File: config.mk
export PLATFORM = sky130hd
export DESIGN_NAME = ahk_sqrt
export DESIGN_NICKNAME = d
export VERILOG_FILES = /design/src/hw/rtl/ahk_pkg.sv /design/src/hw/rtl/ahk_sqrt.sv
export SDC_FILE = /design/constraint.sdc
export NUM_CORES = 1
export LEC_CHECK = 0
export BUFFER_PORTS_ARGS = -buffer_cell sky130_fd_sc_hd__buf_2
export CORE_ASPECT_RATIO = 0.6
export CORE_MARGIN = 3
export CORE_UTILIZATION = 57
export CTS_CLUSTER_SIZE = 14
export DETAILED_ROUTE_END_ITERATION = 12
export PLACE_DENSITY = 0.79
export SLEW_MARGIN = 20
export SYNTH_ARGS = -nofsm -noshare
export SYNTH_HDL_FRONTEND = slang
export SYNTH_SLANG_ARGS = --single-unit
File: constraint.sdc
create_clock -name aclk -period 10.3 [get_ports aclk]
set_input_delay 2.06 -clock aclk [delete_from_list [all_inputs] [get_ports aclk]]
set_output_delay 2.06 -clock aclk [all_outputs]
set_load 0.02 [all_outputs]
File: src/hw/rtl/ahk_pkg.sv
// shared types, constants and helpers for the attitude and height estimator
`timescale 1ns / 1ps
package ahk_pkg;
    typedef logic signed [31:0] q_t;
    typedef logic signed [63:0] w_t;
    typedef logic signed [33:0] m_t;

    localparam int CORDIC_STEPS = 20;

    localparam logic [1:0] REG_SAMPLE_PERIOD = 2'd0;
    localparam logic [1:0] REG_PROCESS_VAR   = 2'd1;
    localparam logic [1:0] REG_MEAS_VAR      = 2'd2;

    localparam logic [16:0] SAMPLE_PERIOD_RST = 17'd655;
    localparam logic [30:0] VAR_RST           = 31'd65536;
    localparam q_t          Q_ONE             = 32'sd65536;

    localparam w_t HALF_TURN    = 64'sd11796480;
    localparam w_t QUARTER_TURN = 64'sd5898240;
    localparam w_t CORDIC_GAIN  = 64'sd652032874;
    localparam w_t NORM_LIMIT   = 64'sh0000_0100_0000_0000;

    typedef struct packed {
        logic start;
        logic vect;
        w_t   y;
        w_t   x;
        q_t   ang;
    } cor_req_t;

    function automatic q_t sat32(input w_t v);
        if (v > 64'sd2147483647) return 32'sh7fffffff;
        else if (v < -64'sd2147483648) return 32'sh80000000;
        else return v[31:0];
    endfunction

    function automatic w_t ext(input q_t v);
        return w_t'(v);
    endfunction

    // atan(2^-i) in degrees, q16.16
    function automatic logic [21:0] atan_tab(input logic [4:0] i);
        case (i)
            5'd0:    return 22'd2949120;
            5'd1:    return 22'd1740967;
            5'd2:    return 22'd919879;
            5'd3:    return 22'd466945;
            5'd4:    return 22'd234379;
            5'd5:    return 22'd117304;
            5'd6:    return 22'd58666;
            5'd7:    return 22'd29335;
            5'd8:    return 22'd14668;
            5'd9:    return 22'd7334;
            5'd10:   return 22'd3667;
            5'd11:   return 22'd1833;
            5'd12:   return 22'd917;
            5'd13:   return 22'd458;
            5'd14:   return 22'd229;
            5'd15:   return 22'd115;
            5'd16:   return 22'd57;
            5'd17:   return 22'd29;
            5'd18:   return 22'd14;
            5'd19:   return 22'd7;
            default: return 22'd0;
        endcase
    endfunction
endpackage

File: src/hw/rtl/ahk_sqrt.sv
// bit-pair integer square root of a 64-bit value, one step per cycle
`timescale 1ns / 1ps
module ahk_sqrt (
    input  logic        aclk,
    input  logic        aresetn,
    input  logic        start,
    input  logic [63:0] val,
    output logic        done,
    output logic [32:0] root
);
    import ahk_pkg::*;

    logic        busy_reg, busy_next, done_reg, done_next;
    logic [4:0]  cnt_reg, cnt_next;
    logic [63:0] v_reg, v_next, r_reg, r_next, bit_reg, bit_next, sum;

    always_comb begin
        sum = r_reg + bit_reg;
        busy_next = busy_reg;
        done_next = 1'b0;
        cnt_next = cnt_reg;
        v_next = v_reg;
        r_next = r_reg;
        bit_next = bit_reg;
        if (busy_reg) begin
            if (v_reg >= sum) begin
                v_next = v_reg - sum;
                r_next = (r_reg >> 1) + bit_reg;
            end else begin
                r_next = r_reg >> 1;
            end
            bit_next = bit_reg >> 2;
            cnt_next = cnt_reg + 5'd1;
            if (cnt_reg == 5'd31) begin
                busy_next = 1'b0;
                done_next = 1'b1;
            end
        end else if (start) begin
            v_next = val;
            r_next = '0;
            bit_next = 64'h4000_0000_0000_0000;
            cnt_next = '0;
            busy_next = 1'b1;
        end
    end

    always_ff @(posedge aclk) begin
        if (!aresetn) begin
            busy_reg <= 1'b0;
            done_reg <= 1'b0;
        end else begin
            busy_reg <= busy_next;
            done_reg <= done_next;
        end
    end

    always_ff @(posedge aclk) begin
        cnt_reg <= cnt_next;
        v_reg <= v_next;
        r_reg <= r_next;
        bit_reg <= bit_next;
    end

    assign done = done_reg;
    assign root = r_reg[32:0];
endmodule

# Yosys cells after proc, flatten, opt, wreduce, memory -nomap -nowiden
# Index checks and enable logic that the tools add are counted.
[word_totals]
regBits = 167
in_bits = 67
out_inout_bits = 34
[classes]
n_reduce_logical = 3
add_sub_neg = 4
n_eq_ne = 2
mux = 14
n_lt_le_gt_ge = 1
[op_table]
columns = ["cell", "count"]
rows = [
  ["64-bit two-way mux", 6],
  ["61-bit two-way mux", 2],
  ["63-bit by 63-bit adder with 64-bit output", 1],
  ["64-bit by 63-bit adder with 64-bit output", 1],
  ["64-bit >= comparator", 1],
  ["64-bit subtractor", 1],
  ["5-bit two-way mux", 2],
  ["5-bit by 1-bit adder with 5-bit output (second input constant)", 1],
  ["5-bit == test (second input constant)", 1],
  ["1-bit two-way mux", 4],
  ["2-bit AND reduction", 2],
  ["2-bit by 1-bit inequality test with 1-bit output (second input constant)", 1],
  ["2-bit nonzero test", 1],
]

# Longest topological paths before layout
[depth]
depth_word = 4
mapped_depth = 26
mapped_depth_nobuf = 23

# Least setup slack after synthesis
# No wires, ideal clock.
[synth_timing]
kind = "reg-to-reg"
from = "reg r_reg[2]"
to = "reg v_reg[0], enable pin"
setup_slack_ns = 0.304
arrival_ns = 9.413
required_time_ns = 9.716
path_stages_with_launch = 24
path_cell_list = "edfxtp_1 ha_1 a31o_2 a21oi_2 o21bai_1 a21oi_2 o21ba_2 o21bai_1 a31oi_1 o21bai_1 a21boi_0 o21ai_0 xnor2_1 ha_1 clkbuf_1 nand2_1 nor2_1 o21ai_0 a211oi_1 a311oi_2 or2_2 buf_2 buf_4 a21boi_0"
[synth_via]
elab_chain_cells = 4
[synth_lines]
columns = ["element", "line_no", "text"]
rows = [
  ["start, declared", "ahk_sqrt.sv:15", "logic [63:0] v_reg, v_next, r_reg, r_next, bit_reg, bit_next, sum;"],
  ["start signal, assigned", "ahk_sqrt.sv:60", "r_reg <= r_next;"],
  ["64-bit by 63-bit adder with 64-bit output", "ahk_sqrt.sv:18", "sum = r_reg + bit_reg;"],
  ["64-bit >= comparator", "ahk_sqrt.sv:26", "if (v_reg >= sum) begin"],
  ["2-bit by 1-bit inequality test with 1-bit output (no line)", "--", ""],
  ["2-bit AND reduction (no line)", "--", ""],
  ["end signal, assigned", "ahk_sqrt.sv:59", "v_reg <= v_next;"],
  ["end, declared", "ahk_sqrt.sv:15", ""],
]
# No other way between the ends.
# A chain may end at the register's enable or synchronous reset.

# Worst setup path in the final report
[layout_timing]
from = "reg r_reg[2]"
to = "reg v_reg[27], enable pin"
# Same word-level chain as after synthesis.

==> flow_metrics.tcl <==
set metrics [dict create \
    fin_crit_ns 7.20 \
    grt_setup_unrepaired "false" \
    areaGrowthSynthToFinish_pct 6.44 \
    met3_length_um 6650 \
    drive_gt1_share_pct 12.9 \
    ant_nets 0 \
    root_buffer "clkbuf_16" \
    yosysTopAreaCellShare_pct 31.6 \
    critical-path-max-stage-delay_ns 0.63 \
    cts_buffers 17 \
    grt_pass1_vias 12400 \
    tritoncts "yes" \
    whs_path_depth 2 \
    ir_worst_vdd_v 0.000260 \
    post_cts_buffers 0 \
    clock_sinks 167 \
    synth_cells 1761 \
    path_max_fanout 55 \
    synth.most_common_cell "nand2_1" \
    die_x_um 220 \
    antenna_cells 0 \
    crit_path_start_kind "flip-flop" \
    path_delay_family "compound AO/OA/AOI/OAI gates" \
    dr.max_layer_used "met4" \
    wl_per_cell_um 20.7 \
    ys_top_cells_by_area "edfxtp_1 (32%), ha_1 (11%), xnor2_1 (5.4%)" \
    drc_errors 0 \
    clk_pin_slew_ns 0.07 \
    vias_per_cell 6.45 \
    portBuffers 100 \
    slew_viol_final 0 \
    status "finished, final reports clean" \
    leakage_nw 6.35 \
    p_per_area_mw_per_mm2 332 \
    max_slew.worst_pin.slew_ns 0.952 \
    r2r_cells 22 \
    core_sq_mm 0.0266 \
    crit_path_frequent_cell "o21bai_1" \
    hold_path_class "reg -> reg" \
    critPathSlowestCell "or2_2" \
    final_nets 1981 \
    end_kind "flip-flop" \
    grt_overflow 0 \
    synth_top_cell_by_area "edfxtp_1" \
    wl_met1_um 20900 \
    maxSlewHeadroom_pct 35.9 \
    period_share_pct 69.9 \
    arrival_ns 7.30 \
    grt_use_total_pct 30.2 \
    clock_skew_ns 0.0157 \
    setup_viol_count_final 0 \
    seq_area_frac_synth_pct 32.0 \
    rows 46 \
    first_iter_violations 1677 \
    synth_edf_count 164 \
    die_area_sq_mm 0.0294 \
    num_vias 13900 \
    utilization_pct 62.3 \
    yosysWarnings 0 \
    cts-hold-fix-buffers 0 \
    cts_resized 0 \
    cts_buffer_depth 2 \
    syn_nets 1961 \
    n_fill_cell 2282 \
    synth_flop_cell "edfxtp_1" \
    io-pin-count 101 \
    syn_area_per_cell_sq_um 8.85 \
    cp.depth 22 \
    fin_ws_ns 3.10 \
    crit_chain "ha_1 -> a31o_2 -> a21oi_2 -> o21bai_1 -> a21oi_2 -> o21ba_2 -> o21bai_1 -> a31oi_1 -> o21bai_1 -> a21boi_0 -> o21ai_0 -> xnor2_1 -> ha_1 -> a21o_1 -> a21o_1 -> a21oi_1 -> a21boi_0 -> nand4_1 -> a311oi_2 -> or2_2 -> a21boi_4 -> buf_4" \
    die_h_um 134 \
    gp_congestion 1.01 \
    grt_max_degree 76 \
    cap_viol_max_count 0 \
    pre_cts_ws_ns 3.26 \
    synthTopCellsByCount "nand2_1 (170), edfxtp_1 (164), nor2_1 (159)" \
    power_mw 5.50 \
    crit_buf_inv 1 \
    htreeDepth 4 \
    wl_um 44600 \
    first_pass_iters 8 \
    async_reset_ff_share_pct 0 \
    antenna_found_initial 0 \
    synth_seq_cells 167 \
    hold_viol 0 \
    synth_cell_type_count 75 \
    syn_area_sq_mm 0.0156 \
    max_freq_mhz 139 \
    grt_pass1_wl_um 69400 \
    crit_type "reg -> reg" \
    clk_latency_ns 0.46 \
    place_hpwl_um 34300 \
    wl_met2_um 16700 \
    required_ns 10.40 \
    fin_setup_tns_ns 0 \
    hold_ws_ns 0.525 \
    start_util_pct 58.5 \
]
-- path summary, 6_finish.rpt --
path         slack, ns                        to                startpoint
max               3.10       v_reg[27]$_DFFE_PP_    r_reg[2]$_SDFFCE_PN0P_
min               0.53  bit_reg[62]$_SDFFE_PP0P_  bit_reg[62]$_SDFFE_PP0P_
max reg2reg       3.10       v_reg[27]$_DFFE_PP_    r_reg[2]$_SDFFCE_PN0P_
min reg2reg       0.53  bit_reg[62]$_SDFFE_PP0P_  bit_reg[62]$_SDFFE_PP0P_
-- worst register-to-register path: stages, from the launching register on --
cell	delay (ns)
edfxtp_1	0.46
ha_1	0.38
a31o_2	0.24
a21oi_2	0.16
o21bai_1	0.19
a21oi_2	0.44
o21ba_2	0.26
o21bai_1	0.10
a31oi_1	0.39
o21bai_1	0.20
a21boi_0	0.32
o21ai_0	0.17
xnor2_1	0.17
ha_1	0.41
a21o_1	0.20
a21o_1	0.16
a21oi_1	0.25
a21boi_0	0.35
nand4_1	0.17
a311oi_2	0.48
or2_2	0.63
a21boi_4	0.23
buf_4	0.45
-- power by group --
part	internal, mW	switching, mW
clock network	0.331	0.288
logic	1.38	2.20
registers	1.06	0.242
-- through the flow --
step	cell area, sq um	cells
after floorplan	15600	1761
after CTS	16600	2153
after global placement	16100	2122
after detailed placement	16100	2122
after global routing	16600	2153
final	16600	2153
-- logic make-up (layout without fill, tap and decap cells) --
family	after synthesis	count (layout)	synth area share (%)
AND/OR/NAND/NOR	584	584	17.8
AO/OA/AOI/OAI	513	513	21.7
XOR/XNOR	172	172	9.66
flip-flops	167	167	32.0
buffers and inverters	140	172	4.37
adder cells (fa/ha/maj)	133	133	10.7
multiplexers	52	52	3.73
-- layout by cell type, fill, tap and decap left out, types with 50 or more instances in the layout --
cell and n:
nand2_1 170, edfxtp_1 164, nor2_1 158, ha_1 132, a21oi_1 124, buf_2 100
xnor2_1 97, o21ai_0 96, xor2_1 75, a31oi_1 66, nand4_1 56, and2_1 50
-- metal layers --
metal	vias to the layer above	global-route usage [%]
met5	-	0
met4	0	4.71
met3	41	11.7
met2	775	38.3
met1	6498	48.1
li1	6583	-
-- cell type report --
type	count	area, sq um	share of cell area (%)
clock buffers	20	437	2.63
clock inverters	11	98.8	0.596
inverters	36	135	0.814
multi-input cells	1454	9950	59.9
flip-flops and latches	167	4990	30.1
well taps	360	450	2.71
repair buffers	105	538	3.24
(Power assumes the default switching activity.)
