`src/hw/rtl/ahk_pkg.sv`:
```
// shared types, constants and helpers for the attitude and height estimator
`timescale 1ns / 1ps
package ahk_pkg;
    typedef logic signed [31:0] q_t;
    typedef logic signed [63:0] w_t;
    typedef logic signed [33:0] m_t;

    localparam int CORDIC_STEPS = 20;

    localparam logic [1:0] REG_SAMPLE_PERIOD = 2'd0;
    localparam logic [1:0] REG_PROCESS_VAR   = 2'd1;
    localparam logic [1:0] REG_MEAS_VAR      = 2'd2;

    localparam logic [16:0] SAMPLE_PERIOD_RST = 17'd655;
    localparam logic [30:0] VAR_RST           = 31'd65536;
    localparam q_t          Q_ONE             = 32'sd65536;

    localparam w_t HALF_TURN    = 64'sd11796480;
    localparam w_t QUARTER_TURN = 64'sd5898240;
    localparam w_t CORDIC_GAIN  = 64'sd652032874;
    localparam w_t NORM_LIMIT   = 64'sh0000_0100_0000_0000;

    typedef struct packed {
        logic start;
        logic vect;
        w_t   y;
        w_t   x;
        q_t   ang;
    } cor_req_t;

    function automatic q_t sat32(input w_t v);
        if (v > 64'sd2147483647) return 32'sh7fffffff;
        else if (v < -64'sd2147483648) return 32'sh80000000;
        else return v[31:0];
    endfunction

    function automatic w_t ext(input q_t v);
        return w_t'(v);
    endfunction

    // atan(2^-i) in degrees, q16.16
    function automatic logic [21:0] atan_tab(input logic [4:0] i);
        case (i)
            5'd0:    return 22'd2949120;
            5'd1:    return 22'd1740967;
            5'd2:    return 22'd919879;
            5'd3:    return 22'd466945;
            5'd4:    return 22'd234379;
            5'd5:    return 22'd117304;
            5'd6:    return 22'd58666;
            5'd7:    return 22'd29335;
            5'd8:    return 22'd14668;
            5'd9:    return 22'd7334;
            5'd10:   return 22'd3667;
            5'd11:   return 22'd1833;
            5'd12:   return 22'd917;
            5'd13:   return 22'd458;
            5'd14:   return 22'd229;
            5'd15:   return 22'd115;
            5'd16:   return 22'd57;
            5'd17:   return 22'd29;
            5'd18:   return 22'd14;
            5'd19:   return 22'd7;
            default: return 22'd0;
        endcase
    endfunction
endpackage

```
`src/hw/rtl/ahk_cordic.sv`:
```
// iterative cordic: atan2 in vectoring mode, sin and cos in rotation mode
`timescale 1ns / 1ps
module ahk_cordic (
    input  logic              aclk,
    input  logic              aresetn,
    input  ahk_pkg::cor_req_t req,
    output logic              done,
    output ahk_pkg::q_t       z_out,
    output ahk_pkg::q_t       c_out,
    output ahk_pkg::q_t       s_out
);
    import ahk_pkg::*;

    localparam logic [1:0] ST_IDLE = 2'd0;
    localparam logic [1:0] ST_NORM = 2'd1;
    localparam logic [1:0] ST_ITER = 2'd2;
    localparam logic [1:0] ST_DONE = 2'd3;

    logic [1:0] st_reg, st_next;
    w_t         x_reg, x_next, y_reg, y_next, z_reg, z_next;
    logic       vect_reg, vect_next, flip_reg, flip_next;
    logic [4:0] cnt_reg, cnt_next;
    w_t         ax, ay, mag, dx, dy, tab, xs, ys, ang;

    always_comb begin
        ax = (x_reg < 0) ? -x_reg : x_reg;
        ay = (y_reg < 0) ? -y_reg : y_reg;
        mag = (ax > ay) ? ax : ay;
        dx = y_reg >>> cnt_reg;
        dy = x_reg >>> cnt_reg;
        tab = w_t'({42'd0, atan_tab(cnt_reg)});
        ang = ext(req.ang);
        st_next = st_reg;
        x_next = x_reg;
        y_next = y_reg;
        z_next = z_reg;
        vect_next = vect_reg;
        flip_next = flip_reg;
        cnt_next = cnt_reg;
        case (st_reg)
            ST_IDLE: begin
                if (req.start) begin
                    vect_next = req.vect;
                    flip_next = 1'b0;
                    cnt_next = 5'd0;
                    if (req.vect) begin
                        z_next = '0;
                        x_next = req.x;
                        y_next = req.y;
                        if (req.x == 0 && req.y == 0) begin
                            st_next = ST_DONE;
                        end else begin
                            if (req.x < 0) begin
                                z_next = (req.y >= 0) ? HALF_TURN : -HALF_TURN;
                                x_next = -req.x;
                                y_next = -req.y;
                            end
                            st_next = ST_NORM;
                        end
                    end else begin
                        x_next = CORDIC_GAIN;
                        y_next = '0;
                        z_next = ang;
                        if (ang > QUARTER_TURN) begin
                            z_next = ang - HALF_TURN;
                            flip_next = 1'b1;
                        end else if (ang < -QUARTER_TURN) begin
                            z_next = ang + HALF_TURN;
                            flip_next = 1'b1;
                        end
                        st_next = ST_ITER;
                    end
                end
            end
            ST_NORM: begin
                // scale up so the small steps keep their precision
                if (mag < NORM_LIMIT) begin
                    x_next = x_reg <<< 1;
                    y_next = y_reg <<< 1;
                end else begin
                    st_next = ST_ITER;
                end
            end
            ST_ITER: begin
                if (vect_reg ? (y_reg > 0) : (z_reg < 0)) begin
                    x_next = x_reg + dx;
                    y_next = y_reg - dy;
                    z_next = z_reg + tab;
                end else begin
                    x_next = x_reg - dx;
                    y_next = y_reg + dy;
                    z_next = z_reg - tab;
                end
                cnt_next = cnt_reg + 5'd1;
                if (cnt_reg == 5'(CORDIC_STEPS - 1)) st_next = ST_DONE;
            end
            ST_DONE: st_next = ST_IDLE;
            default: st_next = ST_IDLE;
        endcase
    end

    always_ff @(posedge aclk) begin
        if (!aresetn) begin
            st_reg <= ST_IDLE;
        end else begin
            st_reg <= st_next;
        end
    end

    always_ff @(posedge aclk) begin
        x_reg <= x_next;
        y_reg <= y_next;
        z_reg <= z_next;
        vect_reg <= vect_next;
        flip_reg <= flip_next;
        cnt_reg <= cnt_next;
    end

    always_comb begin
        xs = flip_reg ? -x_reg : x_reg;
        ys = flip_reg ? -y_reg : y_reg;
    end

    assign done = (st_reg == ST_DONE);
    assign z_out = sat32(z_reg);
    assign c_out = xs[31:0];
    assign s_out = ys[31:0];
endmodule

```
`config.mk`:
```
export PLATFORM = sky130hd
export DESIGN_NAME = ahk_cordic
export DESIGN_NICKNAME = d
export VERILOG_FILES = /design/src/hw/rtl/ahk_pkg.sv /design/src/hw/rtl/ahk_cordic.sv
export SDC_FILE = /design/constraint.sdc
export NUM_CORES = 2
export LEC_CHECK = 0
export BUFFER_PORTS_ARGS = -buffer_cell sky130_fd_sc_hd__buf_2
export CORE_MARGIN = 4
export CORE_UTILIZATION = 45
export CTS_CLUSTER_DIAMETER = 30
export CTS_CLUSTER_SIZE = 30
export DETAILED_ROUTE_END_ITERATION = 7
export MAX_ROUTING_LAYER = met4
export PLACE_DENSITY_LB_ADDON = 0.05
export SLEW_MARGIN = 20
export SYNTH_ARGS = -nofsm -noshare
export SYNTH_HDL_FRONTEND = slang
export SYNTH_SLANG_ARGS = --single-unit
```
`constraint.sdc`:
```
create_clock -name aclk -period 24.7 [get_ports aclk]
set_input_delay 2.47 -clock aclk [delete_from_list [all_inputs] [get_ports aclk]]
set_output_delay 2.47 -clock aclk [all_outputs]
set_load 0.05 [all_outputs]
```
Word-level counts from Yosys, hierarchy flattened
Memories as Yosys holds them, arrays and structs flattened. A register that Yosys moved wholly into a read port is not among the register bits.
Cells that the tools add are included.

cells by class
  add/subtract/negate cells = 13
  multiply operators = 0
  div/mod/pow operators = 0
  $lt $le $gt $ge = 12
  equality and inequality tests = 8
  shift operators = 2
  muxes and demuxes = 42
  bitwise operators = 0
  reduce and logical (&&, ||, !) cells = 10

operators by type and width
  kind                                                           count
  2-to-1 mux 64 bit                                              23
  one-hot mux 64 bit (3 select lines)                            2
  less-than comparator 64 x 1 -> 1 bit (second input constant)   4
  negator 64 bit                                                 4
  adder 64 bit                                                   2
  zero test 64 bit                                               2
  2-to-1 mux 32 bit                                              4
  one-hot mux 64 bit (2 select lines)                            1
  >>> shifter 64 x 5 -> 64 bit                                   2
  subtractor 64 bit                                              2
  adder 64 x 23 -> 64 bit                                        1
  >= comparator 64 x 1 -> 1 bit (second input constant)          1
  > comparator 64 x 1 -> 1 bit (second input constant)           1
  > comparator 64 x 32 -> 1 bit (second input constant)          1
  > comparator 64 bit                                            1
  less-than comparator 64 x 32 -> 1 bit (second input constant)  1
  less-than comparator 64 x 42 -> 1 bit (second input constant)  1
  subtractor 64 x 23 -> 64 bit                                   1
  adder 32 x 25 -> 33 bit (second input constant)                1
  subtractor 32 x 25 -> 33 bit (second input constant)           1
  > comparator 32 x 24 -> 1 bit (second input constant)          1
  less-than comparator 32 x 24 -> 1 bit (second input constant)  1
  2-to-1 mux 2 bit                                               5
  2-to-1 mux 5 bit                                               2
  14 further kinds                                               22

word-level totals
  register bits = 201
  latch bits = 0
  memory bits (writable) = 0
  memory bits (read-only) = 704
  bits of input ports = 164
  output and inout port bits = 97
  logic and storage cells = 95
  memories kept = 1

memories
  name             words  width  rd ports  clocked after memory_dff  write ports  line           RTL
  (no name shown)  32     22     1         1                         0            ahk_pkg.sv:43  case (i)

Depth between registers and ports, before layout
  word-level depth = 7
  gate-level depth with buffers = 33
  mapped depth without buffers = 26

Worst setup path after synthesis
Ideal clock, no wire load.

  kind = flip-flop to flip-flop
  from = register x_reg[10]
  to = register x_reg[0] (enable)
  library setup time = 0.658 ns
  arrival time = 10.691 ns
  data required time = 24.042 ns
  path slack = 13.352 ns
  cell stages (with the launch flop) = 21
  buffers on the path = 2
  period minus slack after synthesis = 11.348 ns
  path through = edfxtp_1 -> buf_2 -> or4_4 -> or3_1 -> or4_1 -> or2_2 -> clkbuf_1 -> o41ai_1 -> xnor2_1 -> ha_1 -> a21o_1 -> a21o_1 -> a21oi_1 -> o21ai_0 -> a21oi_1 -> and3b_1 -> nor3_1 -> mux2_2 -> nand3b_1 -> nand2_1 -> a21oi_1

between the ends
  longest elaborated chain between the ends = 7
  elaborated cells on any way between the ends = 8
  those cells by class = add/sub (1); order compare (3); eq/ne (1); mux (2); reduce/logical (1)

ends and longest elaborated chain
  what                                                                    line               RTL
  start: declaration                                                      ahk_cordic.sv:20   w_t x_reg, x_next, y_reg, y_next, z_reg, z_next;
  start signal: assignment                                                ahk_cordic.sv:111  x_reg <= x_next;
  negator 64 bit or less-than comparator 64 x 1 -> 1 bit (tied branches)  --
  2-to-1 mux 64 bit *                                                     ahk_cordic.sv:26   ax = (x_reg < 0) ? -x_reg : x_reg;
  > comparator 64 bit                                                     ahk_cordic.sv:28   mag = (ax > ay) ? ax : ay;
  2-to-1 mux 64 bit *                                                     ahk_cordic.sv:28
  less-than comparator 64 x 42 -> 1 bit *                                 ahk_cordic.sv:77   if (mag < NORM_LIMIT) begin
  != test 2 bit (no source line) *                                        --
  AND reduction 3 bit (no source line) *                                  --

Mark *: on every way between the ends. The rest lies on a longest branch, timed or not.
A chain may end at the register's enable or synchronous reset.

Worst setup path after layout
  from = register cnt_reg[1]
  to = register x_reg[62], data pin

between the ends
  longest elaborated chain between the ends = 4
  elaborated cells on any way between the ends = 5
  those cells by class = add/sub (2); shift (1); mux (2)

ends and longest elaborated chain
  what                                               line                                RTL
  start: declaration                                 ahk_cordic.sv:22                    logic [4:0] cnt_reg, cnt_next;
  start signal: assignment                           ahk_cordic.sv:116                   cnt_reg <= cnt_next;
  >>> shifter 64 x 5 -> 64 bit *                     ahk_cordic.sv:29                    dx = y_reg >>> cnt_reg;
  subtractor 64 bit or adder 64 bit (tied branches)  ahk_cordic.sv:90, ahk_cordic.sv:86
  2-to-1 mux 64 bit *                                ahk_cordic.sv:85                    if (vect_reg ? (y_reg > 0) : (z_reg < 0)) begin
  one-hot mux 64 bit (3 select lines) *              ahk_cordic.sv:40                    case (st_reg)
  net x_next[62]                                     ahk_cordic.sv:20

The timed path passes the listed nets; every way through them passes the cells marked *.

==> impl_metrics.toml <==
[clock_network]
cts_buffers = 77
cts_sinks = 223
cts-hold-fix-buffers = 0
clk_pin_slew_ns = 0.04
cts_tree = "done"
clock_latency_ns = 0.67
post_cts_buffers = 0
cts_root_buffer = "clkbuf_16"
cts-htree-levels = 3
cts_buffer_depth = 3
cts_resized = 0

[yosys]
synth.distinct_cells = 105
syn_nets = 5979
synth-edff-count = 199
synth_seq_cells = 223
post-synth-top-area-fraction_pct = 13.6
ys_top_cells_by_area = "edfxtp_1, ha_1, mux4_2"
syn-cell-area_mm2 = 0.0441
dominantRegCellSynth = "edfxtp_1"
synthArstFlopShare_pct = 0
synthTopCellsByCount = "nand2_1, o21ai_0, a21oi_1"
yosysWarnings = 0
ys_seq_area_share_pct = 14.7
yosysMostFrequentCell = "nand2_1"
avgSynthCellArea_um2 = 7.96
synth_top_cell_by_area = "edfxtp_1"
synth_cells = 5536

[critical_path]
worst-setup-path-type = "reg2reg"
crit_arrival_ns = 9.58
end_kind = "register"
required_ns = 25.18
r2r_end = "x_reg[62]$_DFFE_PP_"
worstReg2RegStart = "cnt_reg[1]$_DFFE_PP_"
cp_common_cell = "a21oi_1"
path_max_fanout = 71
startpoint_type = "register"
crit_slowest_cell = "buf_4"
slowest_delay_ns = 0.91
ff2ff_path_depth = 26
rrSetupSlack_ns = 15.59

[floorplan]
pin_count = 261
fp-row-count = 114
die_w_um = 321
coreArea_mm2 = 0.0969
die_h_um = 321
dieArea_mm2 = 0.103
start_util_pct = 45.5

[global_routing]
grt_pass1_wl_mm = 273
grt_pass1_vias = 42300
overflow = 0
grt_max_degree = 123
grt_antenna_before_repair = 3
grt_usage_pct = 35.2

[timing]
drv_slew = 0
max_slew.worst_pin.slew_ns = 1.09
fin_crit_sh_pct = 36.9
finalSetupTns_ns = 0
clock_skew_ns = 0.0391
finalHoldViolCount = 0
relSlewSlack_pct = 27.3
setup_viol_count_final = 0
max_freq_mhz = 110
fin_ws_ns = 15.59
rsz0062_at_grt = "no"
period_needed_ns = 9.11

[place]
dpl-instance-area_mm2 = 0.0460
place_congestion = 0.994
port_buffers = 260
dpl.hpwl_mm = 140
post-place-ws_ns = 15.88

[detailed_routing]
routed_wl_mm = 184
dr.max_layer_used = "met4"
initialDrtViolationCount = 5196
met3_length_mm = 17.0
wl_met1_mm = 82.4
drt_first_pass_iters = 6
met2RoutedLength_mm = 77.5
wl_per_cell_um = 26.7
num_vias = 45400
ant_nets = 0
drc_errors = 0
viasPerCell = 6.60

[min_path]
holdCritStartpoint = "st_reg[1]$_SDFFE_PN0P_"
holdPathStages = 2
whs_endpoint = "st_reg[1]$_SDFFE_PN0P_"
hold_class = "reg2reg"

[finish]
fill_cells = 9556
drive_gt1_share_pct = 15.6
final_area_mm2 = 0.0486
post-route-util_pct = 50.2
area_growth_pct = 10.3
fin_nets = 5979

[status]
status = "finished clean"

[run]
drv_cap = 0
## routing by layer
metal,track usage (%),vias to the layer above
li1,-,20900
met1,49.1,22100
met2,50.7,2137
met3,7.50,315
met4,11.9,0
met5,-,-
## worst max-delay path by stage
stage / cells after the start / from / slack (ns) / to
floorplan: 20 / x_reg[10]$_DFFE_PP_ / 13.35 / x_reg[0]$_DFFE_PP_
CTS: 24 / cnt_reg[1]$_DFFE_PP_ / 15.85 / y_reg[60]$_DFFE_PP_
global placement: 24 / cnt_reg[1]$_DFFE_PP_ / 15.98 / y_reg[60]$_DFFE_PP_
finish: 26 / cnt_reg[1]$_DFFE_PP_ / 15.59 / x_reg[62]$_DFFE_PP_
global route: 26 / cnt_reg[1]$_DFFE_PP_ / 14.80 / x_reg[58]$_DFFE_PP_
detailed placement: 24 / cnt_reg[1]$_DFFE_PP_ / 15.88 / y_reg[60]$_DFFE_PP_
## stage by stage
step	hold slack, ns	instances
floorplan	0.471	5536
global placement	0.494	6733
detailed placement	0.507	6733
CTS	0.513	6877
global route	0.568	6880
finish	0.524	6880
## placed cells by master (no fill, tap or decap), drive strengths merged, types with 78 or more instances in the layout
master and count:
mux4 153, a21o 168, edfxtp 199, inv 110, mux2 123, clkbuf 95, a21oi 375, nor3 106
ha 276, o31ai 98, mux2i 217, nand2 611, xor2 272, xnor2 360, buf 377, nand3 78
nor2 345, nand4 94, o21ai 408, a22oi 107
## critical path: cells and delay by family, from the launching register on
kind,cells,cell delay (ns)
multiplexers,2,0.97
flip-flops,1,0.31
adder cells (fa/ha/maj),2,0.56
buffers and inverters,2,1.54
AND/OR/NAND/NOR,6,1.93
AO/OA/AOI/OAI,13,3.33
XOR/XNOR,1,0.15
## final cells by class
class	count	area (µm²)	share of cell area (%)
repair buffers	377	2190	4.52
multi-input cells	4748	35300	72.7
clock buffers	95	2120	4.36
diodes	3	7.51	0.0155
well taps	1276	1600	3.29
inverters	109	412	0.847
flip-flops and latches	223	6460	13.3
clock inverters	49	484	0.997
## kinds of logic (layout without fill, tap and decap cells)
kind of cell | count (synthesis) | in the layout | synth area share [%]
other | 0 | 3 | 0
XOR/XNOR | 632 | 632 | 12.6
flip-flops | 223 | 223 | 14.7
adder cells (fa/ha/maj) | 279 | 279 | 7.97
multiplexers | 493 | 493 | 15.9
AND/OR/NAND/NOR | 1678 | 1678 | 18.6
AO/OA/AOI/OAI | 1666 | 1666 | 24.7
buffers and inverters | 565 | 630 | 5.54
Power is left out: the tool's default activity adds up to more than one toggle a clock period on the data nets, which glitch-free logic cannot reach.
