<file path="src/hw/rtl/ahk_pkg.sv">
// shared types, constants and helpers for the attitude and height estimator
`timescale 1ns / 1ps
package ahk_pkg;
    typedef logic signed [31:0] q_t;
    typedef logic signed [63:0] w_t;
    typedef logic signed [33:0] m_t;

    localparam int CORDIC_STEPS = 20;

    localparam logic [1:0] REG_SAMPLE_PERIOD = 2'd0;
    localparam logic [1:0] REG_PROCESS_VAR   = 2'd1;
    localparam logic [1:0] REG_MEAS_VAR      = 2'd2;

    localparam logic [16:0] SAMPLE_PERIOD_RST = 17'd655;
    localparam logic [30:0] VAR_RST           = 31'd65536;
    localparam q_t          Q_ONE             = 32'sd65536;

    localparam w_t HALF_TURN    = 64'sd11796480;
    localparam w_t QUARTER_TURN = 64'sd5898240;
    localparam w_t CORDIC_GAIN  = 64'sd652032874;
    localparam w_t NORM_LIMIT   = 64'sh0000_0100_0000_0000;

    typedef struct packed {
        logic start;
        logic vect;
        w_t   y;
        w_t   x;
        q_t   ang;
    } cor_req_t;

    function automatic q_t sat32(input w_t v);
        if (v > 64'sd2147483647) return 32'sh7fffffff;
        else if (v < -64'sd2147483648) return 32'sh80000000;
        else return v[31:0];
    endfunction

    function automatic w_t ext(input q_t v);
        return w_t'(v);
    endfunction

    // atan(2^-i) in degrees, q16.16
    function automatic logic [21:0] atan_tab(input logic [4:0] i);
        case (i)
            5'd0:    return 22'd2949120;
            5'd1:    return 22'd1740967;
            5'd2:    return 22'd919879;
            5'd3:    return 22'd466945;
            5'd4:    return 22'd234379;
            5'd5:    return 22'd117304;
            5'd6:    return 22'd58666;
            5'd7:    return 22'd29335;
            5'd8:    return 22'd14668;
            5'd9:    return 22'd7334;
            5'd10:   return 22'd3667;
            5'd11:   return 22'd1833;
            5'd12:   return 22'd917;
            5'd13:   return 22'd458;
            5'd14:   return 22'd229;
            5'd15:   return 22'd115;
            5'd16:   return 22'd57;
            5'd17:   return 22'd29;
            5'd18:   return 22'd14;
            5'd19:   return 22'd7;
            default: return 22'd0;
        endcase
    endfunction
endpackage

</file>
<file path="src/hw/rtl/ahk_div.sv">
// restoring divider, one quotient bit per cycle, truncates toward zero
`timescale 1ns / 1ps
module ahk_div (
    input  logic        aclk,
    input  logic        aresetn,
    input  logic        start,
    input  ahk_pkg::w_t num,
    input  logic [32:0] den,
    output logic        done,
    output ahk_pkg::w_t quo
);
    import ahk_pkg::*;

    logic        busy_reg, busy_next, done_reg, done_next, neg_reg, neg_next;
    logic [5:0]  cnt_reg, cnt_next;
    logic [63:0] mag_reg, mag_next;
    logic [32:0] rem_reg, rem_next, den_reg, den_next;
    logic [33:0] rem_sh, rem_sub;
    logic        ge;
    w_t          mag_s;

    always_comb begin
        rem_sh = {rem_reg, mag_reg[63]};
        rem_sub = rem_sh - {1'b0, den_reg};
        ge = (rem_sh >= {1'b0, den_reg});
        busy_next = busy_reg;
        done_next = 1'b0;
        neg_next = neg_reg;
        cnt_next = cnt_reg;
        mag_next = mag_reg;
        rem_next = rem_reg;
        den_next = den_reg;
        if (busy_reg) begin
            rem_next = ge ? rem_sub[32:0] : rem_sh[32:0];
            mag_next = {mag_reg[62:0], ge};
            cnt_next = cnt_reg + 6'd1;
            if (cnt_reg == 6'd63) begin
                busy_next = 1'b0;
                done_next = 1'b1;
            end
        end else if (start) begin
            neg_next = (num < 0);
            mag_next = (num < 0) ? 64'(-num) : 64'(num);
            rem_next = '0;
            den_next = den;
            cnt_next = '0;
            busy_next = 1'b1;
        end
    end

    always_ff @(posedge aclk) begin
        if (!aresetn) begin
            busy_reg <= 1'b0;
            done_reg <= 1'b0;
        end else begin
            busy_reg <= busy_next;
            done_reg <= done_next;
        end
    end

    always_ff @(posedge aclk) begin
        neg_reg <= neg_next;
        cnt_reg <= cnt_next;
        mag_reg <= mag_next;
        rem_reg <= rem_next;
        den_reg <= den_next;
    end

    assign mag_s = w_t'(mag_reg);
    assign quo = neg_reg ? -mag_s : mag_s;
    assign done = done_reg;
endmodule

</file>
<file path="config.mk">
export PLATFORM = sky130hd
export DESIGN_NAME = ahk_div
export DESIGN_NICKNAME = d
export VERILOG_FILES = /design/src/hw/rtl/ahk_pkg.sv /design/src/hw/rtl/ahk_div.sv
export SDC_FILE = /design/constraint.sdc
export NUM_CORES = 1
export LEC_CHECK = 0
export BUFFER_PORTS_ARGS = -buffer_cell sky130_fd_sc_hd__buf_2
export CAP_MARGIN = 20
export CORE_AREA = 2 2 161 163
export DETAILED_ROUTE_END_ITERATION = 10
export DIE_AREA = 0 0 163 165
export RECOVER_POWER = 25
export SLEW_MARGIN = 20
export SYNTH_ARGS = -nofsm -noshare
export SYNTH_HDL_FRONTEND = slang
export SYNTH_SLANG_ARGS = --single-unit
</file>
<file path="constraint.sdc">
create_clock -name aclk -period 3.5 [get_ports aclk]
set_input_delay 0.525 -clock aclk [delete_from_list [all_inputs] [get_ports aclk]]
set_output_delay 0.525 -clock aclk [all_outputs]
set_load 0.02 [all_outputs]
</file>
# Yosys cells after proc, flatten, opt, wreduce, memory -nomap -nowiden
# Cells that the tools add are included.
# classes
n_addsub	4
magnitude_cmp	2
eq_ne	1
mux	13
bitwise_logic	1
reduce_logical	3
# ops
operator	n
64-bit two-way mux	4
64-bit negation	2
33-bit two-way mux	3
64-bit by 1-bit less-than comparator with 1-bit output, second input constant	1
34-bit by 33-bit >= comparator with 1-bit output	1
33-bit subtractor	1
6-bit two-way mux	2
6-bit by 1-bit adder with 6-bit output, second input constant	1
6-bit == test, second input constant	1
1-bit two-way mux	4
2-bit AND reduction	2
2-bit nonzero test	1
1-bit inverter	1
# word_totals
reg_bits	139
input_bits	100
elab_cells	31

# Depth between registers and ports, before layout
# Gate-level depths: netlist of the first run.
# depth
word_depth	4
ltp_mapped	14
mapped_depth_nobuf	12

# Worst setup path after synthesis of the first run
# Ideal clock, no wire load.
# synth_timing
kind	flip-flop to output port
from	register mag_reg[5]
to	output quo[52]
arrival_time_ps	3253
required_ps	2975
setup_slack_ps	-278
path_stages_with_launch	10
path_cell_list	edfxtp_1 > or4_1 > or4_1 > or3_1 > clkbuf_1 > nand2b_1 > or3_4 > o41ai_4 > a21boi_1 > xnor2_1
# synth_via
elab_chain_cells	2
# synth_rtl
element	line_no	text
start: declaration	ahk_div.sv:16	logic [63:0] mag_reg, mag_next;
start signal: assignment	ahk_div.sv:64	mag_reg <= mag_next;
64-bit negation	ahk_div.sv:70	assign quo = neg_reg ? -mag_s : mag_s;
64-bit two-way mux	ahk_div.sv:70	
end: declaration	ahk_div.sv:10	output ahk_pkg::w_t quo
# Every way passes these cells.

# Worst setup path after layout of the first run
# layout_timing
from	register mag_reg[6]
to	output quo[52]
# Same word-level chain as after synthesis.

==> results.py, run 1 <==
metrics = {
    "status": {
        "status": "finished with violations",
        "violations": "capacitance limit, slew limit, setup timing",
    },
    "clock_network": {
        "cts.sinks": 139,
        "clock_path_buffers": 2,
        "clk-insertion-delay-late_ns": 0.43,
        "path_clk_slew_ns": 0.06,
        "cts_tree": "done",
        "cts_htree_levels": 4,
        "cts-buffers-inserted": 17,
        "cts_root_buf": "clkbuf_16",
        "postCtsHoldBufs": 0,
    },
    "worst_setup_path": {
        "r2r_start": "mag_reg[63]$_DFFE_PP_",
        "startpoint_type": "register",
        "worst-path-buf-inv": 2,
        "cp-startpoint": "mag_reg[6]$_DFFE_PP_",
        "critical_path.max_fanout": 5,
        "path_delay_family": "simple AND/OR/NAND/NOR gates",
        "path_class": "reg2out",
        "critical_path.cell_chain": "or4_4, or4_4, or3_4, nand2b_4, or3_4, o41ai_4, buf_6, a21boi_4, xnor2_2, buf_4",
        "critPathSlowestCell": "or4_4",
        "required_ns": 2.97,
        "crit_arrival_ns": 3.60,
        "slowest_delay_ns": 0.55,
        "endpoint_kind": "output port",
    },
    "floorplanning": {
        "ioPinCount": 165,
        "fp.coreArea_sq_mm": 0.02504,
        "die_w_um": 163,
        "row_count": 58,
        "dieArea_sq_mm": 0.02690,
        "initial_utilization_pct": 39.84,
        "die_h_um": 165,
    },
    "job": {
        "max_cap_viol_count": 2,
    },
    "hold_path": {
        "hp-class": "in2reg",
        "hp-start": "den[7]",
    },
    "cells_and_area": {
        "fin_nets": 1460,
        "regArea_sq_mm": 0.004154,
        "final_core_util_pct": 53.49,
        "drive_above_1_share_pct": 30.39,
        "largest_register_ffs": 64,
        "syn_to_final_growth_pct": 34.27,
        "nFillCells": 2303,
        "multi_input_area_sq_mm": 0.006153,
        "final_cells": 1667,
    },
    "route": {
        "vias": 8941,
        "first_iter_violations": 538,
        "drc": 0,
        "postRouteAntennaNets": 0,
        "routedWlPerCell_um": 17.11,
        "drt-pass1-iter-count": 5,
        "drt_wl_total_um": 28520,
        "viasPerCell": 5.364,
    },
    "timing": {
        "worst_slew_pin_slew_ns": 2.167,
        "fmax_mhz": 242.6,
        "fin_crit_sh_pct": 117.8,
        "max_slew_margin_pct": -44.46,
        "finalSetupTns_ns": -11.41,
        "hold_violations": 0,
        "hold_slack_ns": 0.2647,
        "finalSetupViolations": 38,
        "fin_crit_ns": 4.122,
        "setup_ws_ns": -0.6218,
        "rsz0062_at_grt": "yes",
        "maxSlewViolCount": 71,
        "fin_skew_ns": 0.01587,
    },
    "yosys": {
        "ys_ff_latch": 139,
        "synth_edf_count": 137,
        "synthArstFlopShare_pct": 0,
        "yosys.cell_types.count": 64,
        "syn_inst": 1081,
        "synth_area_sq_mm": 0.009973,
        "yosysWarnings": 0,
        "synth_top_area_share_pct": 41.25,
        "synth_ff_type": "edfxtp_1",
        "synth_area_leaders": "edfxtp_1 (41%), xnor2_1 (6.9%), nand2_1 (6.5%)",
        "syn_area_per_cell_sq_um": 9.226,
        "yosysTopAreaCell": "edfxtp_1",
        "synth-seq-area-share_pct": 41.65,
        "synth_fp_nets": 1218,
    },
    "placement": {
        "place_congestion": 0.8709,
        "place.detailed.hpwl_um": 20360,
        "port_buffers": 164,
        "place_inst": 1620,
    },
    "power_and_ir_drop": {
        "ir_worst_vdd_uv": 314.3,
        "finalPower_mw": 6.316,
        "leakage_nw": 5.420,
        "power_density_mw_per_mm2": 471.6,
    },
    "grt": {
        "grtUsageTotal_pct": 21.26,
        "antenna_found_initial": 4,
        "grt_pass1_vias": 8752,
        "grt_max_degree": 118,
        "grt_pass1_wl_um": 44780,
        "grt_overflow": 0,
    },
}
==> Yosys cell counts (8+ instances only) <==
library cell  number
nand2_1          174
edfxtp_1         137
o21ai_0          106
xnor2_1           79
xor2_1            70
nor2_1            48
inv_1             46
a21oi_1           43
clkbuf_1          42
o31ai_1           41
ha_1              36
nand3_1           29
or3_1             22
a21o_1            18
o41ai_1           18
nor3_1            15
or4_1             15
nand2b_1          14
a211oi_1           8
nand4_1            8
nor4_1             8
or2_2              8
==> worst paths after layout <==
kind / end / slack (ns) / cells past startpoint
hold reg to reg: mag_reg[2]$_DFFE_PP_ / 0.59 / 2
setup reg to reg: rem_reg[30]$_SDFFCE_PN0P_ / 0.18 / 12
setup / recovery: quo[52] / -0.62 / 10
hold / removal: den_reg[7]$_DFFE_PP_ / 0.26 / 1
==> worst reg2reg max path, cell delays in order, from the launching register on <==
cell and delay, ns:
edfxtp_1 0.37, inv_1 0.06, ha_1 0.20, inv_1 0.07, fa_1 0.22, a21o_1 0.18
a221oi_2 0.08, o21a_1 0.20, o311ai_0 0.72, a31oi_1 0.28, o211a_1 0.29, or4_1 0.46
nand3_1 0.08
==> power by group <==
part           switching [mW]  total [mW]  internal, mW
registers               0.185        2.27          2.09
logic                    1.17        2.04         0.872
clock network           0.716        2.00          1.29
total                    2.07        6.32          4.25
==> layout make-up <==
cell class	instances	share of cell area, %
Sequential cell	139	31.02
Multi-Input combinational cell	846	45.95
Clock buffer	21	3.364
Clock inverter	11	1.467
Timing Repair Buffer	273	13.81
Tap cell	330	3.083
Antenna cell	1	0.01869
Inverter	46	1.289
==> kinds of logic after synthesis <==
family / after synthesis / synth area share (%)
buffers and inverters: 96 / 3.663
and+or+nand+nor: 372 / 17.92
adders and majority gates: 37 / 4.717
DFF: 139 / 41.65
AOI/OAI and AO/OA: 282 / 18.30
xor gates and xnor gates: 149 / 13.08
muxes: 6 / 0.6649
==> per-layer routing <==
metal / vias up / global-route usage (%) / part of all wire, %
met4: 4 / 6.637 / 1.9
met3: 48 / 4.922 / 6.0
met2: 258 / 35.98 / 49
li1: 4417 / - / -
met1: 4214 / 27.01 / 43
met5: - / 0 / 0.088
==> metrics by stage <==
stage | area (sq um) | worst slack [ns]
after floorplan | 10030 | -0.1616
after global placement | 11830 | -0.2352
after detailed placement | 11830 | -0.2786
after CTS | 13090 | -0.6146
after global routing | 13390 | -0.7033
final | 13390 | -0.6218
==> layout by cell type, fill, tap and decap left out, types with 5 or more instances in the layout <==
cell type / instances
a211oi_1: 7
a21o_1: 18
a21oi_1: 43
and2_1: 7
buf_2: 118
buf_4: 136
buf_6: 12
bufinv_16: 5
clkbuf_1: 5
clkbuf_16: 17
edfxtp_1: 137
ha_1: 36
inv_1: 45
mux2_2: 5
nand2_1: 165
nand2_2: 6
nand2b_1: 11
nand3_1: 25
nand4_1: 8
nor2_1: 48
nor3_1: 12
nor4_1: 6
o21a_1: 6
o21ai_0: 95
o21ai_1: 5
o21ai_2: 5
o31ai_1: 26
o31ai_4: 11
o41ai_1: 11
o41ai_4: 6
or2_2: 6
or3_1: 20
or4_1: 8
or4_4: 11
xnor2_1: 65
xnor2_2: 12
xor2_1: 67
==> what timing repair did <==
action,4_1_cts,5_1_grt
setup endpoints to repair,45,53
buffers inserted,8,6
pin swaps,32,23
cloned,0,0
resized for setup,124,56
(Power assumes the default switching activity.)
==> inputs of run 2 (changes only) <==
--- a/config.mk
+++ b/config.mk
@@ -10,7 +10,7 @@
 export CORE_AREA = 2 2 161 163
 export DETAILED_ROUTE_END_ITERATION = 10
 export DIE_AREA = 0 0 163 165
-export RECOVER_POWER = 25
+export RECOVER_POWER = 50
 export SLEW_MARGIN = 20
 export SYNTH_ARGS = -nofsm -noshare
 export SYNTH_HDL_FRONTEND = slang
==> run 2 against run 1 <==
The flow still finishes with violations (capacitance limit, slew limit, setup timing). Wire length barely moved. Global-route usage did not move. Cell area fell by 0.13%. Clock power barely moved. Critical endpoint unchanged. Largest cell class unchanged.
==> results.py, run 2 (synthesis results as in run 1) <==
metrics = {
    "cells_and_area": {
        "fin_nets": 1460,
        "drive_above_1_share_pct": 30.24,
        "nFillCells": 2308,
        "final_cell_mix": "nand2_1 (165), edfxtp_1 (137), buf_4 (135)",
        "final_core_util_pct": 53.42,
        "syn_to_final_growth_pct": 34.10,
        "final_common_cell": "nand2_1",
        "final_area_sq_mm": 0.01337,
        "largest_register_ffs": 64,
    },
    "clock_network": {
        "cts-buffers-inserted": 17,
        "cts_htree_levels": 4,
        "clock_path_buffers": 2,
        "cts_root_buf": "clkbuf_16",
        "clk-insertion-delay-late_ns": 0.43,
        "path_clk_slew_ns": 0.06,
        "cts.sinks": 139,
        "cts_tree": "done",
    },
    "placement": {
        "pre_cts_ws_ns": -0.2786,
        "port_buffers": 164,
        "post_dp_cell_area_sq_mm": 0.01183,
        "place.detailed.hpwl_um": 20360,
        "place_congestion": 0.8709,
    },
    "power_and_ir_drop": {
        "p_sw_mw": 2.069,
        "leakage_nw": 5.406,
        "cell_internal_pwr_mw": 4.245,
        "power_density_mw_per_mm2": 472.1,
        "ir_worst_vdd_uv": 313.8,
        "p_comb_share_pct": 32.2,
        "clkPwrFrac_pct": 31.7,
        "finalPower_mw": 6.314,
        "p_sw_share_pct": 32.77,
        "seqPwrFrac_pct": 36.0,
    },
    "timing": {
        "maxSlewViolCount": 52,
        "max_slew_margin_pct": -44.57,
        "fin_crit_ns": 4.126,
        "finalSetupViolations": 38,
        "setup_ws_ns": -0.6264,
        "rsz0062_at_grt": "yes",
        "fin_crit_sh_pct": 117.9,
        "worst_slew_pin_slew_ns": 2.169,
        "fin_skew_ns": 0.01591,
        "fmax_mhz": 242.3,
        "hold_violations": 0,
    },
    "route": {
        "drt_wl_total_um": 28520,
        "routedWlPerCell_um": 17.11,
        "first_iter_violations": 558,
        "viasPerCell": 5.352,
        "drc": 0,
        "postRouteAntennaNets": 0,
        "drt-pass1-iter-count": 6,
        "vias": 8921,
    },
    "job": {
        "max_cap_viol_count": 1,
    },
    "worst_setup_path": {
        "required_ns": 2.97,
        "critical_path.max_fanout": 5,
        "endpoint_kind": "output port",
        "startpoint_type": "register",
        "crit_arrival_ns": 3.60,
        "path_class": "reg2out",
        "reg2reg_setup_slack_ns": 0.18,
    },
    "floorplanning": {
        "row_count": 58,
        "die_h_um": 165,
        "dieArea_sq_mm": 0.02690,
        "initial_utilization_pct": 39.84,
        "fp.coreArea_sq_mm": 0.02504,
        "die_w_um": 163,
        "ioPinCount": 165,
    },
    "grt": {
        "antenna_found_initial": 4,
        "grt_pass1_vias": 8752,
        "grt_overflow": 0,
        "grt_pass1_wl_um": 44780,
        "grtUsageTotal_pct": 21.26,
        "grt_max_degree": 118,
    },
    "status": {
        "status": "finished with violations",
        "violations": "capacitance limit, slew limit, setup timing",
    },
    "hold_path": {
        "hp-class": "in2reg",
    },
}
run 2: changes by cell type in the layout (fill, tap and decap cells not counted), sizes merged:
cell,previous run,this run
buf,271,268
clkbuf,23,26
run 2: power by group through the flow:
stage	Clock, mW	Sequential (mW)	Combinational [mW]
floorplan	0	2.25	1.24
global placement	0	2.28	1.85
detailed placement	0	2.28	1.87
CTS	2.05	2.27	1.97
global route	2.12	2.30	2.23
finish	2.00	2.28	2.04
run 2: per-layer routing:
layer  vias to the layer above  global-route usage, %  share of wire, %
met5                         -                      0             0.088
met2                       266                  35.98                49
met3                        45                  4.922               6.0
met4                         4                  6.637               1.9
li1                       4421                      -                 -
met1                      4185                  27.01                43
run 2: metrics by stage:
step	instances	hold WS [ns]	TNS, ns
floorplan	1081	0.5413	-0.6243
finish	1667	0.2654	-11.45
detailed placement	1620	0.5732	-4.311
global placement	1620	0.5694	-3.333
CTS	1660	0.2455	-11.97
global route	1666	0.2410	-15.62
run 2: final timing paths:
kind,startpoint,to,cells after the start
worst min register to register,mag_reg[1]$_DFFE_PP_,mag_reg[2]$_DFFE_PP_,2
worst min-delay path,den[7],den_reg[7]$_DFFE_PP_,1
worst max-delay path,mag_reg[6]$_DFFE_PP_,quo[52],10
worst max register to register,mag_reg[63]$_DFFE_PP_,rem_reg[30]$_SDFFCE_PN0P_,12
run 2: repair_timing:
| action | in CTS | in global routing |
|---|---|---|
| gates resized for setup | 124 | 56 |
| pin swaps | 32 | 23 |
| hold buffers | 0 | 0 |
| buffers inserted | 8 | 6 |
| endpoints found under the setup margin | 45 | 53 |
run 2: layout make-up:
type	instances	area, sq um	share of cell area (%)
Sequential cell	139	4154	31.06
Antenna cell	1	2.502	0.01871
Tap cell	330	412.9	3.087
Clock buffer	21	450.4	3.368
Multi-Input combinational cell	846	6153	46.01
Clock inverter	11	196.4	1.469
Timing Repair Buffer	273	1832	13.70
Inverter	46	172.7	1.291
run 2: worst max-delay path, stage by stage, from the launching register on:
cell and delay (ns):
edfxtp_1 0.40, or4_4 0.55, or4_4 0.43, or3_4 0.43, nand2b_4 0.16, or3_4 0.34, o41ai_4 0.23, buf_6 0.18
a21boi_4 0.19, xnor2_2 0.11, buf_4 0.15
==> inputs of run 3 (changes only) <==
--- a/config.mk
+++ b/config.mk
@@ -5,11 +5,12 @@
 export SDC_FILE = /design/constraint.sdc
 export NUM_CORES = 1
 export LEC_CHECK = 0
+export ABC_AREA = 1
 export BUFFER_PORTS_ARGS = -buffer_cell sky130_fd_sc_hd__buf_2
 export CAP_MARGIN = 20
-export CORE_AREA = 2 2 161 163
+export CORE_AREA = 2 2 183 185
 export DETAILED_ROUTE_END_ITERATION = 10
-export DIE_AREA = 0 0 163 165
+export DIE_AREA = 0 0 185 187
 export RECOVER_POWER = 50
 export SLEW_MARGIN = 20
 export SYNTH_ARGS = -nofsm -noshare
==> run 3 against run 2 <==
The flow finishes with violations (capacitance limit, slew limit). Largest cell class unchanged. Hold slack worse by 0.0046 ns. Clock power is 9% lower. Non-clock buffer count is 98 lower. Die area is 29% higher. Sequential power is 2% lower. Wire length is 57% higher.
==> results.py, run 3 <==
metrics = {
    "floorplanning": {
        "ioPinCount": 165,
        "die_h_um": 187,
        "row_count": 67,
        "die_w_um": 185,
        "initial_utilization_pct": 39.19,
        "fp.coreArea_sq_mm": 0.03286,
        "dieArea_sq_mm": 0.03460,
    },
    "cells_and_area": {
        "final_cell_mix": "nand2_1 (647), nor2_1 (349), inv_1 (284)",
        "final_area_sq_mm": 0.01471,
        "syn_to_final_growth_pct": 14.22,
        "drive_above_1_share_pct": 11.20,
        "fin_nets": 2312,
        "largest_register_ffs": 64,
        "antenna_cells": 0,
        "final_core_util_pct": 44.76,
        "final_common_cell": "nand2_1",
    },
    "route": {
        "drt_wl_total_um": 44810,
        "viasPerCell": 5.057,
        "postRouteAntennaNets": 0,
        "routedWlPerCell_um": 17.00,
        "vias": 13330,
        "drt-pass1-iter-count": 6,
        "first_iter_violations": 1073,
        "drc": 0,
    },
    "timing": {
        "fmax_mhz": 300.3,
        "rsz0062_at_grt": "no",
        "finalSetupViolations": 0,
        "fin_crit_ns": 3.330,
        "finalSetupTns_ns": 0,
        "max_slew_margin_pct": -19.82,
        "worst_slew_pin_slew_ns": 1.797,
        "fin_crit_sh_pct": 95.15,
        "hold_violations": 0,
        "hold_slack_ns": 0.2608,
        "fin_skew_ns": 0.01355,
        "maxSlewViolCount": 80,
    },
    "power_and_ir_drop": {
        "finalPower_mw": 6.391,
        "ir_worst_vdd_uv": 283.4,
        "leakage_nw": 7.046,
        "power_density_mw_per_mm2": 434.5,
    },
    "worst_setup_path": {
        "startpoint_type": "register",
        "endpoint_kind": "output port",
        "crit_arrival_ns": 2.81,
        "path_class": "reg2out",
        "r2r_cells": 13,
        "r2r-end": "rem_reg[1]$_SDFFCE_PN0P_",
        "critical_path.max_fanout": 5,
        "reg2reg_setup_slack_ns": 0.73,
        "cp-startpoint": "mag_reg[2]$_DFFE_PP_",
        "required_ns": 2.97,
        "r2r_start": "mag_reg[63]$_DFFE_PP_",
    },
    "clock_network": {
        "path_clk_slew_ns": 0.07,
        "clock_path_buffers": 2,
        "cts_tree": "done",
        "cts.sinks": 139,
        "clk-insertion-delay-late_ns": 0.44,
        "cts_root_buf": "clkbuf_16",
        "cts-buffers-inserted": 17,
        "cts_htree_levels": 4,
        "cts-resized-gates": 0,
        "post_cts_buffers": 0,
        "postCtsHoldBufs": 0,
    },
    "job": {
        "max_cap_viol_count": 1,
    },
    "grt": {
        "grt_overflow": 0,
        "grt_pass1_vias": 13190,
        "grtUsageTotal_pct": 26.35,
        "antenna_found_initial": 0,
        "grt_pass1_wl_um": 70630,
        "grt_max_degree": 81,
    },
    "yosys": {
        "yosysMostFrequentCell": "nand2_1",
        "yosys.cell_types.count": 48,
        "synth-seq-area-share_pct": 32.25,
        "yosysTopAreaCell": "edfxtp_1",
        "yosysWarnings": 0,
        "syn_inst": 2025,
        "synth_fp_nets": 2162,
        "synth_top_area_share_pct": 31.94,
        "synth_area_sq_mm": 0.01288,
        "synth_ff_type": "edfxtp_1",
        "ys_ff_latch": 139,
        "synth_area_leaders": "edfxtp_1 (32%), nand2_1 (19%), nor2_1 (10%)",
        "synth_edf_count": 137,
        "syn_area_per_cell_sq_um": 6.360,
        "synthArstFlopShare_pct": 0,
        "synthTopCellsByCount": "nand2_1 (647), nor2_1 (350), inv_1 (283)",
    },
    "status": {
        "status": "finished with violations",
        "violations": "capacitance limit, slew limit",
    },
    "placement": {
        "post_dp_cell_area_sq_mm": 0.01415,
        "place.detailed.hpwl_um": 35740,
        "port_buffers": 164,
        "place_congestion": 0.9782,
    },
    "hold_path": {
        "hp-class": "in2reg",
        "hp-start": "den[24]",
        "hold_end": "den_reg[24]$_DFFE_PP_",
        "whs_path_depth": 1,
    },
}
-- run 3: routing by layer --
metal  share of wire, %  routed length [um]  GRT usage [%]  vias to the layer above
met5                  0                   0              0                        -
met4                4.2                1863          11.02                        0
met3                4.8                2161          2.804                       80
met2                 47               21140          44.38                      415
met1                 44               19650          34.25                     6122
li1                   -                   -              -                     6714
-- run 3: final cells by class --
class	instances	area (sq um)
clock inverter	12	141.4
fill	3552	18150
clock buffer	20	436.7
sequential	139	4154
timing repair buffer	175	917.1
multi-input combinational	1554	7415
tap	448	560.5
inverter	288	1086
-- run 3: report_power, final --
group / internal (mW) / switching, mW
Combinational: 0.724 / 1.60
Clock: 1.06 / 0.765
Sequential: 2.09 / 0.156
-- run 3: cell families after synthesis --
group / Yosys count / share of synthesized area [%]
simple gates: 1270 / 41.50
buf+inv: 332 / 10.19
compound gates: 168 / 7.024
flops: 139 / 32.25
xor+xnor: 79 / 5.373
fa+ha+maj: 37 / 3.653
-- run 3: worst max path at each step --
| stage | endpoint | slack, ns | cells past startpoint |
|---|---|---|---|
| final | quo[63] | 0.17 | 11 |
| after global routing | quo[24] | 0.02 | 10 |
| after CTS | quo[63] | 0.12 | 11 |
| after detailed placement | quo[63] | 0.61 | 11 |
| after global placement | quo[63] | 0.56 | 11 |
| after floorplan | cnt_reg[0]$_SDFFCE_PN0P_ | 0.96 | 4 |
-- run 3: metrics by stage --
step / worst slack (ns) / std cells
floorplan: 0.9640 / 2025
global placement: 0.5595 / 2603
detailed placement: 0.6084 / 2603
CTS: 0.1240 / 2635
global route: 0.01930 / 2636
finish: 0.1698 / 2636
-- run 3: worst max-delay path, cell delays in order (launching register included) --
cell and delay (ns):
edfxtp_1 0.42, inv_1 0.17, nand3_1 0.19, nor2_1 0.23, nand2_1 0.23, nor2_2 0.24, nand3_1 0.20, nand3b_1 0.27
nand2_1 0.09, nand2_1 0.05, nand2_1 0.10, buf_2 0.18
